**src/hw/rtl/stp_pkg.sv**
```systemverilog
// ----------------------------------------------------------------------------
// stp_pkg
// Shared types and constants of the set table with random pick: field widths,
// item mode codes and the command/status bundles between controller and
// datapath.
// ----------------------------------------------------------------------------
package stp_pkg;

	// Default table depth
	localparam int CAPACITY_DEF = 32;

	// Item field widths
	localparam int MODE_W    = 2;
	localparam int VAL_W     = 32;
	localparam int DRAW_W    = 16;
	localparam int DRAW_IW   = $clog2(DRAW_W);
	localparam int CNT_OUT_W = 6;

	// Item modes
	localparam logic [MODE_W-1:0] MODE_INSERT = 2'd0;
	localparam logic [MODE_W-1:0] MODE_REMOVE = 2'd1;
	localparam logic [MODE_W-1:0] MODE_PICK   = 2'd2;

	// Commands from controller to datapath
	typedef struct packed {
		logic load;        // capture the input item
		logic scan_init;   // restart the read pointer at entry zero
		logic scan_step;   // issue the next scan read
		logic shift_init;  // point past the matched entry
		logic shift_step;  // read entry j+1, write it back to entry j
		logic ins_write;   // append the value at the end
		logic cnt_inc;
		logic cnt_dec;
		logic div_init;    // clear the remainder, start at the draw's top bit
		logic div_step;    // one restoring step of draw modulo count
		logic pick_read;   // read the entry at the remainder
		logic respond;     // load the result registers
		logic resp_ok;
		logic resp_pick;   // report the read entry instead of -1
	} stp_cmd_t;

	// Status from datapath to controller
	typedef struct packed {
		logic [MODE_W-1:0] mode;
		logic              match;
		logic              scan_done;
		logic              shift_done;
		logic              full;
		logic              empty;
		logic              div_last;
	} stp_stat_t;

endpackage

```
**src/hw/rtl/stp_ctrl.sv**
```systemverilog
// ----------------------------------------------------------------------------
// stp_ctrl
// Controller of the set table: sequences the scan, shift, modulo and pick
// steps of one item and issues the response.
// ----------------------------------------------------------------------------
module stp_ctrl
	import stp_pkg::*;
(
	input  logic      clk,
	input  logic      arst_n,
	input  logic      start,
	output logic      busy,
	input  stp_stat_t stat,
	output stp_cmd_t  cmd
);

	typedef enum logic [8:0] {
		S_IDLE  = 9'b000000001,
		S_DISP  = 9'b000000010,
		S_SCAN  = 9'b000000100,
		S_SHIFT = 9'b000001000,
		S_INSW  = 9'b000010000,
		S_DIV   = 9'b000100000,
		S_PREAD = 9'b001000000,
		S_RESP  = 9'b010000000,
		S_SPARE = 9'b100000000
	} stp_state_t;

	stp_state_t state_q, state_d;
	logic       ok_q, ok_d;
	logic       pick_q, pick_d;

	// Next state and commands
	always_comb begin
		state_d = state_q;
		ok_d    = ok_q;
		pick_d  = pick_q;
		cmd     = '0;
		case (state_q)
			S_IDLE: begin
				if (start) begin
					cmd.load = 1'b1;
					state_d  = S_DISP;
				end
			end
			S_DISP: begin
				ok_d   = 1'b0;
				pick_d = 1'b0;
				if (stat.mode == MODE_INSERT || stat.mode == MODE_REMOVE) begin
					cmd.scan_init = 1'b1;
					state_d       = S_SCAN;
				end else if (stat.mode == MODE_PICK && !stat.empty) begin
					cmd.div_init = 1'b1;
					state_d      = S_DIV;
				end else begin
					state_d = S_RESP;
				end
			end
			S_SCAN: begin
				cmd.scan_step = 1'b1;
				if (stat.match) begin
					if (stat.mode == MODE_REMOVE) begin
						cmd.shift_init = 1'b1;
						state_d        = S_SHIFT;
					end else begin
						state_d = S_RESP;
					end
				end else if (stat.scan_done) begin
					if (stat.mode == MODE_INSERT && !stat.full) begin
						state_d = S_INSW;
					end else begin
						state_d = S_RESP;
					end
				end
			end
			S_SHIFT: begin
				cmd.shift_step = 1'b1;
				if (stat.shift_done) begin
					cmd.cnt_dec = 1'b1;
					ok_d        = 1'b1;
					state_d     = S_RESP;
				end
			end
			S_INSW: begin
				cmd.ins_write = 1'b1;
				cmd.cnt_inc   = 1'b1;
				ok_d          = 1'b1;
				state_d       = S_RESP;
			end
			S_DIV: begin
				cmd.div_step = 1'b1;
				if (stat.div_last) begin
					state_d = S_PREAD;
				end
			end
			S_PREAD: begin
				cmd.pick_read = 1'b1;
				ok_d          = 1'b1;
				pick_d        = 1'b1;
				state_d       = S_RESP;
			end
			S_RESP: begin
				cmd.respond   = 1'b1;
				cmd.resp_ok   = ok_q;
				cmd.resp_pick = pick_q;
				state_d       = S_IDLE;
			end
			default: begin
				state_d = S_IDLE;
			end
		endcase
	end

	// Hold state and response flags
	always_ff @(posedge clk or negedge arst_n) begin
		if (!arst_n) begin
			state_q <= S_IDLE;
			ok_q    <= 1'b0;
			pick_q  <= 1'b0;
		end else begin
			state_q <= state_d;
			ok_q    <= ok_d;
			pick_q  <= pick_d;
		end
	end

	assign busy = (state_q != S_IDLE);

endmodule

```
**src/hw/rtl/stp_dp.sv**
```systemverilog
// ----------------------------------------------------------------------------
// stp_dp
// Datapath of the set table: entry memory with one write and one registered
// read port, read pointer, count, restoring modulo unit and result registers.
// ----------------------------------------------------------------------------
module stp_dp
	import stp_pkg::*;
#(
	parameter int CAPACITY = CAPACITY_DEF
) (
	input  logic                        clk,
	input  logic                        arst_n,
	input  stp_cmd_t                    cmd,
	output stp_stat_t                   stat,
	input  logic [MODE_W-1:0]           mode,
	input  logic signed [VAL_W-1:0]     value,
	input  logic [DRAW_W-1:0]           random_draw,
	output logic                        done,
	output logic                        ok,
	output logic signed [VAL_W-1:0]     picked_value,
	output logic [CNT_OUT_W-1:0]        stored_count
);

	localparam int AW = (CAPACITY > 1) ? $clog2(CAPACITY) : 1;
	localparam int CW = $clog2(CAPACITY + 1);

	logic [VAL_W-1:0]     mem [CAPACITY];

	logic [MODE_W-1:0]    mode_q;
	logic [VAL_W-1:0]     value_q;
	logic [DRAW_W-1:0]    draw_q;
	logic [CW-1:0]        count_q;
	logic [CW-1:0]        ptr_q;
	logic [CW-1:0]        rem_q;
	logic [DRAW_IW-1:0]   bit_q;
	logic [VAL_W-1:0]     rd_data_s1;
	logic [AW-1:0]        rd_idx_s1;
	logic                 rd_vld_s1;
	logic                 done_q;
	logic                 ok_q;
	logic [VAL_W-1:0]     picked_q;
	logic [CNT_OUT_W-1:0] stored_q;

	logic                 issue;
	logic                 re;
	logic [AW-1:0]        ra;
	logic                 we;
	logic [AW-1:0]        wa;
	logic [VAL_W-1:0]     wd;
	logic [CW:0]          shifted;
	logic [CW:0]          diff;
	logic [CW-1:0]        rem_d;
	logic [CW+CNT_OUT_W-1:0] cnt_ext;

	// Read and write port selection
	assign issue = (cmd.scan_step || cmd.shift_step) && (ptr_q < count_q);
	assign re    = issue || cmd.pick_read;
	assign ra    = cmd.pick_read ? rem_q[AW-1:0] : ptr_q[AW-1:0];

	always_comb begin
		we = 1'b0;
		wa = count_q[AW-1:0];
		wd = value_q;
		if (cmd.ins_write) begin
			we = 1'b1;
		end else if (cmd.shift_step && rd_vld_s1) begin
			we = 1'b1;
			wa = rd_idx_s1 - AW'(1);
			wd = rd_data_s1;
		end
	end

	// Entry memory
	always_ff @(posedge clk) begin
		if (we) begin
			mem[wa] <= wd;
		end
		if (re) begin
			rd_data_s1 <= mem[ra];
		end
	end

	// One restoring step: bring in the next draw bit, subtract count if it fits
	assign shifted = {rem_q, draw_q[bit_q]};
	assign diff    = shifted - {1'b0, count_q};
	assign rem_d   = (shifted >= {1'b0, count_q}) ? diff[CW-1:0] : shifted[CW-1:0];

	// Capture item, advance pointer, count and modulo state
	always_ff @(posedge clk or negedge arst_n) begin
		if (!arst_n) begin
			count_q   <= '0;
			ptr_q     <= '0;
			rd_vld_s1 <= 1'b0;
			rd_idx_s1 <= '0;
			rem_q     <= '0;
			bit_q     <= '0;
			mode_q    <= '0;
			value_q   <= '0;
			draw_q    <= '0;
		end else begin
			if (cmd.load) begin
				mode_q  <= mode;
				value_q <= value;
				draw_q  <= random_draw;
			end
			if (cmd.scan_init) begin
				ptr_q <= '0;
			end else if (cmd.shift_init) begin
				ptr_q <= CW'(rd_idx_s1) + CW'(1);
			end else if (issue) begin
				ptr_q <= ptr_q + CW'(1);
			end
			if (cmd.scan_init || cmd.shift_init) begin
				rd_vld_s1 <= 1'b0;
			end else begin
				rd_vld_s1 <= issue;
			end
			if (re) begin
				rd_idx_s1 <= ra;
			end
			if (cmd.cnt_inc) begin
				count_q <= count_q + CW'(1);
			end else if (cmd.cnt_dec) begin
				count_q <= count_q - CW'(1);
			end
			if (cmd.div_init) begin
				rem_q <= '0;
				bit_q <= DRAW_IW'(DRAW_W - 1);
			end else if (cmd.div_step) begin
				rem_q <= rem_d;
				bit_q <= bit_q - DRAW_IW'(1);
			end
		end
	end

	// Result registers
	assign cnt_ext = {{CNT_OUT_W{1'b0}}, count_q};

	always_ff @(posedge clk or negedge arst_n) begin
		if (!arst_n) begin
			done_q <= 1'b0;
		end else begin
			done_q <= cmd.respond;
		end
	end

	always_ff @(posedge clk) begin
		if (cmd.respond) begin
			ok_q     <= cmd.resp_ok;
			picked_q <= cmd.resp_pick ? rd_data_s1 : '1;
			stored_q <= cnt_ext[CNT_OUT_W-1:0];
		end
	end

	assign done         = done_q;
	assign ok           = ok_q;
	assign picked_value = picked_q;
	assign stored_count = stored_q;

	// Status to the controller
	assign stat.mode       = mode_q;
	assign stat.match      = rd_vld_s1 && (rd_data_s1 == value_q);
	assign stat.scan_done  = (ptr_q == count_q) && !rd_vld_s1;
	assign stat.shift_done = (ptr_q == count_q) && !rd_vld_s1;
	assign stat.full       = (count_q == CW'(CAPACITY));
	assign stat.empty      = (count_q == '0);
	assign stat.div_last   = (bit_q == '0);

`ifndef SYNTHESIS
	a_count_bound: assert property (@(posedge clk) disable iff (!arst_n)
		count_q <= CW'(CAPACITY))
		else $error("count exceeds capacity");

	a_done_pulse: assert property (@(posedge clk) disable iff (!arst_n)
		done_q |=> !done_q)
		else $error("result strobe longer than one cycle");

	a_cnt_excl: assert property (@(posedge clk) disable iff (!arst_n)
		!(cmd.cnt_inc && cmd.cnt_dec))
		else $error("count raised and lowered together");

	a_shift_idx: assert property (@(posedge clk) disable iff (!arst_n)
		(cmd.shift_step && rd_vld_s1) |-> (rd_idx_s1 != '0))
		else $error("shift writes below entry zero");

	a_insert_room: assert property (@(posedge clk) disable iff (!arst_n)
		cmd.ins_write |-> (count_q < CW'(CAPACITY)))
		else $error("append into a full table");
`endif

endmodule

```
**src/hw/rtl/set_table_random_pick.sv**
```systemverilog
// ----------------------------------------------------------------------------
// set_table_random_pick
// Bounded set of distinct signed values in insertion order with insert,
// order-keeping remove and pick of the entry at draw modulo count.
// ----------------------------------------------------------------------------
// One item at a time: raise start with the item while busy is low. Exactly
// one result per item appears on ok/picked_value/stored_count with done high
// for a single cycle, the first cycle after busy falls; the receiver must take
// it then. An insert or remove holds busy while it scans the entries; a remove
// that finds its value stops the scan at the match, and the shift carries on
// from the next entry. A pick on a non-empty set runs 16 restoring modulo
// steps, one per draw bit, then a memory read. Busy time grows with the count
// because the entry memory has one read port and is scanned one entry per
// cycle. Entries are not cleared at reset; only entries below the count are
// ever read.
// ----------------------------------------------------------------------------
module set_table_random_pick
	import stp_pkg::*;
#(
	parameter int CAPACITY = CAPACITY_DEF
) (
	input  logic                    clk,
	input  logic                    arst_n,
	input  logic                    start,
	output logic                    busy,
	input  logic [MODE_W-1:0]       mode,
	input  logic signed [VAL_W-1:0] value,
	input  logic [DRAW_W-1:0]       random_draw,
	output logic                    done,
	output logic                    ok,
	output logic signed [VAL_W-1:0] picked_value,
	output logic [CNT_OUT_W-1:0]    stored_count
);

	stp_cmd_t  cmd;
	stp_stat_t stat;

	// Sequencer
	stp_ctrl u_ctrl (
		.clk    (clk),
		.arst_n (arst_n),
		.start  (start),
		.busy   (busy),
		.stat   (stat),
		.cmd    (cmd)
	);

	// Storage and arithmetic
	stp_dp #(
		.CAPACITY (CAPACITY)
	) u_dp (
		.clk          (clk),
		.arst_n       (arst_n),
		.cmd          (cmd),
		.stat         (stat),
		.mode         (mode),
		.value        (value),
		.random_draw  (random_draw),
		.done         (done),
		.ok           (ok),
		.picked_value (picked_value),
		.stored_count (stored_count)
	);

endmodule

```
**config.mk**
```make
export PLATFORM = sky130hd
export DESIGN_NAME = set_table_random_pick
export DESIGN_NICKNAME = d
export VERILOG_FILES = /design/src/hw/rtl/stp_pkg.sv /design/src/hw/rtl/stp_ctrl.sv /design/src/hw/rtl/stp_dp.sv /design/src/hw/rtl/set_table_random_pick.sv
export SDC_FILE = /design/constraint.sdc
export NUM_CORES = 2
export LEC_CHECK = 0
export ABC_AREA = 1
export BUFFER_PORTS_ARGS = -buffer_cell sky130_fd_sc_hd__buf_2
export CAP_MARGIN = 10
export CELL_PAD_IN_SITES_DETAIL_PLACEMENT = 1
export CELL_PAD_IN_SITES_GLOBAL_PLACEMENT = 1
export CORE_MARGIN = 10
export CORE_UTILIZATION = 47
export DETAILED_ROUTE_END_ITERATION = 7
export GPL_ROUTABILITY_DRIVEN = 0
export PLACE_DENSITY = 0.8
export RECOVER_POWER = 100
export SETUP_SLACK_MARGIN = 0.4
export SYNTH_ARGS = -nofsm -noshare
export SYNTH_HDL_FRONTEND = slang
export SYNTH_SLANG_ARGS = --single-unit
```
**constraint.sdc**
```tcl
create_clock -name clk -period 4 [get_ports clk]
set_clock_uncertainty 0.2 [all_clocks]
set_input_delay 1 -clock clk [delete_from_list [all_inputs] [get_ports clk]]
set_output_delay 1 -clock clk [all_outputs]
set_load 0.005 [all_outputs]
```
==> metrics.csv <==
metric;value;unit
powerDensity;684;mW/mm2
dr.pass1.iters;5;
syn-num-nets;3956;
cts-buffers-inserted;114;
start_util;0.474;
fp.dieH;343;um
path_cells;nor2_4 -> nand2_2 -> nor4_4 -> inv_1 -> nor2_4 -> inv_1 -> buf_4 -> nand2_1 -> o21ai_1 -> inv_1 -> nand3_4 -> buf_6 -> buf_4 -> nor2_4 -> bufbuf_16;
yosysWarningCount;0;
seq_area_frac_synth;0.715;
dieArea;0.118;mm2
final_cell_mix;edfxtp_1, nand2_1, o211ai_1;
path_buf_inv;7;
grt.overflow.total;0;
hold_viol;0;
vias;34300;
ys_types;44;
clk_pin_slew;60;ps
crit_path_max_fanout;10;
wire_per_inst;28.3;um
drt_iter0_drc;3802;
ys_ff_latch;1184;
synth-simple-area-share;0.119;
die_x;343;um
min_path_type;register to register;
setup_viol;0;
viasPerCell;6.20;
rsz0062_at_grt;yes;
period_needed;3610;ps
grt_pass1_vias;35800;
io-pin-count;94;
synth_top_family_by_area;compound AO/OA/AOI/OAI gates;
crit_path_start_kind;register;
max_cap_viol_count;3;
ff2ff_setup_slack;390;ps
ir_worst_vdd;528;uV
min_from;u_dp.draw_q[5];
register_area;0.0351;mm2
violations;capacitance limit, slew limit;
yosysTopAreaCell;edfxtp_1;
r2r-start;u_ctrl.state_q[4];
drv_slew;123;
fin_util;0.548;
slew_headroom;-0.959;
clk_latency;720;ps
synthMuxAreaShare;0;
cpMaxStageDelayCell;dfrtp_1;
power.leakage;19.4;nW
multiInputGateArea;0.0127;mm2
antenna_found_initial;0;
end_kind;register;
yosys-top-cells-area;edfxtp_1, o211ai_1, dfrtp_1;
crit_required;4210;ps
hpwl;91100;um
status;finished with violations;
io_buffers;93;
clock-sinks;1184;
synth_top_area_share;0.670;
cts_root_buffer;clkbuf_16;
fin_setup_tns;0;ps
synth_xor_area_frac;0.00250;
syn_to_final_growth;15.8;%
p_total;0.0389;W
grtUsageTotal;0.258;
syn-mean-instance-area;12.6;um2
crit_type;register to register;
totalWireLength;156000;um
post_synth_fa_ha_maj_area_fraction;0.00566;
cts.path.max_buffers;3;
synth_compound_area_frac;0.123;
std_cell_rows;118;
tightest_slew;2940;ps
layout_commonest_cell;edfxtp_1;
grt_pass1_wl;231000;um
num-nets-final;4127;
antenna_cells;0;
core;0.104;mm2
arrival;3820;ps
period_share;0.903;
grt_max_degree;101;
ant_nets;0;
synthCells;3882;
drcViolationCount;0;
syn_area;0.0491;mm2
fill_cells;10300;
slowest_delay;420;ps
startpoint;u_ctrl.state_q[4];
cp_top_family;buffers and inverters;
fmax;0.277;GHz
cts_tree;done;
final_layout_size_suffix_gt1_frac;0.174;
postCtsHoldBufs;0;
h-tree-depth;3;
worst reg2reg max path, delay by kind of cell (launching register included):
kind / cells / cell delay [ps]
buffers and inverters: 7 / 1430
AO/OA/AOI/OAI: 1 / 130
flip-flops: 1 / 420
AND/OR/NAND/NOR: 7 / 1150
power breakdown:
part	internal, W	total [W]	switching (W)
Clock	0.00604	0.0107	0.00468
Sequential	0.0155	0.0158	0.000334
Combinational	0.00348	0.0124	0.00887
cell families after synthesis:
family / Yosys count
xor gates and xnor gates: 14
buffers and inverters: 400
DFF: 1184
adders and majority gates: 21
AOI/OAI and AO/OA: 941
and+or+nand+nor: 1322
layer usage:
layer	vias up	track usage	share of wire
li1	14500	-	-
met1	17400	0.328	0.38
met2	1900	0.439	0.50
met3	382	0.0426	0.088
met4	0	0.105	0.038
met5	-	0	0
flip-flops by register name, summed over array words and instances, names as in the netlist:
name,flops
u_ctrl.ok_q,1
u_dp.stored_count,6
u_dp.draw_q,16
u_dp.rem_q,6
u_dp.count_q,6
u_dp.rd_vld_s1,1
u_dp.done,1
u_dp.mem,1024
u_dp.rd_idx_s1,5
u_dp.ok,1
u_dp.rd_data_s1,32
u_dp.bit_q,4
u_ctrl.state_q,8
u_dp.value_q,32
u_dp.mode_q,2
u_ctrl.pick_q,1
u_dp.picked_value,32
u_dp.ptr_q,6
worst paths after layout:
kind | to | cells after the start
worst min-delay path | u_dp.draw_q[5] | 2
worst max register to register | u_dp.mem[25][0] | 15
max in group asynchronous | u_dp.draw_q[2] | 2
min in group asynchronous | u_dp.value_q[17] | 1
worst min register to register | u_dp.draw_q[5] | 2
worst max-delay path | u_dp.mem[25][0] | 15
metrics by stage:
stage	hold WS, ps	area (um2)	instances	setup WS (ps)
after global placement	250	52700	5279	356
final	271	56800	5529	387
after global routing	298	56800	5529	133
after floorplan	237	49100	3882	139
after detailed placement	259	52700	5279	186
after CTS	138	56800	5518	397
synthesized netlist by cell type, drive strengths merged:
cell type and instances:
nor2 370, o221ai 3, or2 226, edfxtp 1095
xnor2 5, nor4 3, nand3 162, o21ai 402
dfstp 1, clkbuf 124, o311ai 2, nand3b 3
and2 1, ha 19, inv 160, nand4 17
nand2 537, a21oi 11, o21bai 33, dfrtp 88
a31oi 3, nor3 3, fa 2, buf 116
xor2 9, o22ai 3, o2111ai 1, a22oi 1
o211ai 482
layout make-up:
class,count,area share
timing repair buffer,295,0.0525
tap,1380,0.0304
clock inverter,61,0.00951
sequential,1184,0.618
clock buffer,151,0.0549
multi-input combinational,2298,0.224
inverter,160,0.0110
repair_timing:
item                                    in CTS  in global routing
setup buffers                               25                  9
gates resized for setup                     12                 12
pin swaps                                   14                  3
endpoints found under the setup margin     580                614
gates cloned                                 2                  1
No activity file was read; power rests on OpenSTA's default activity.
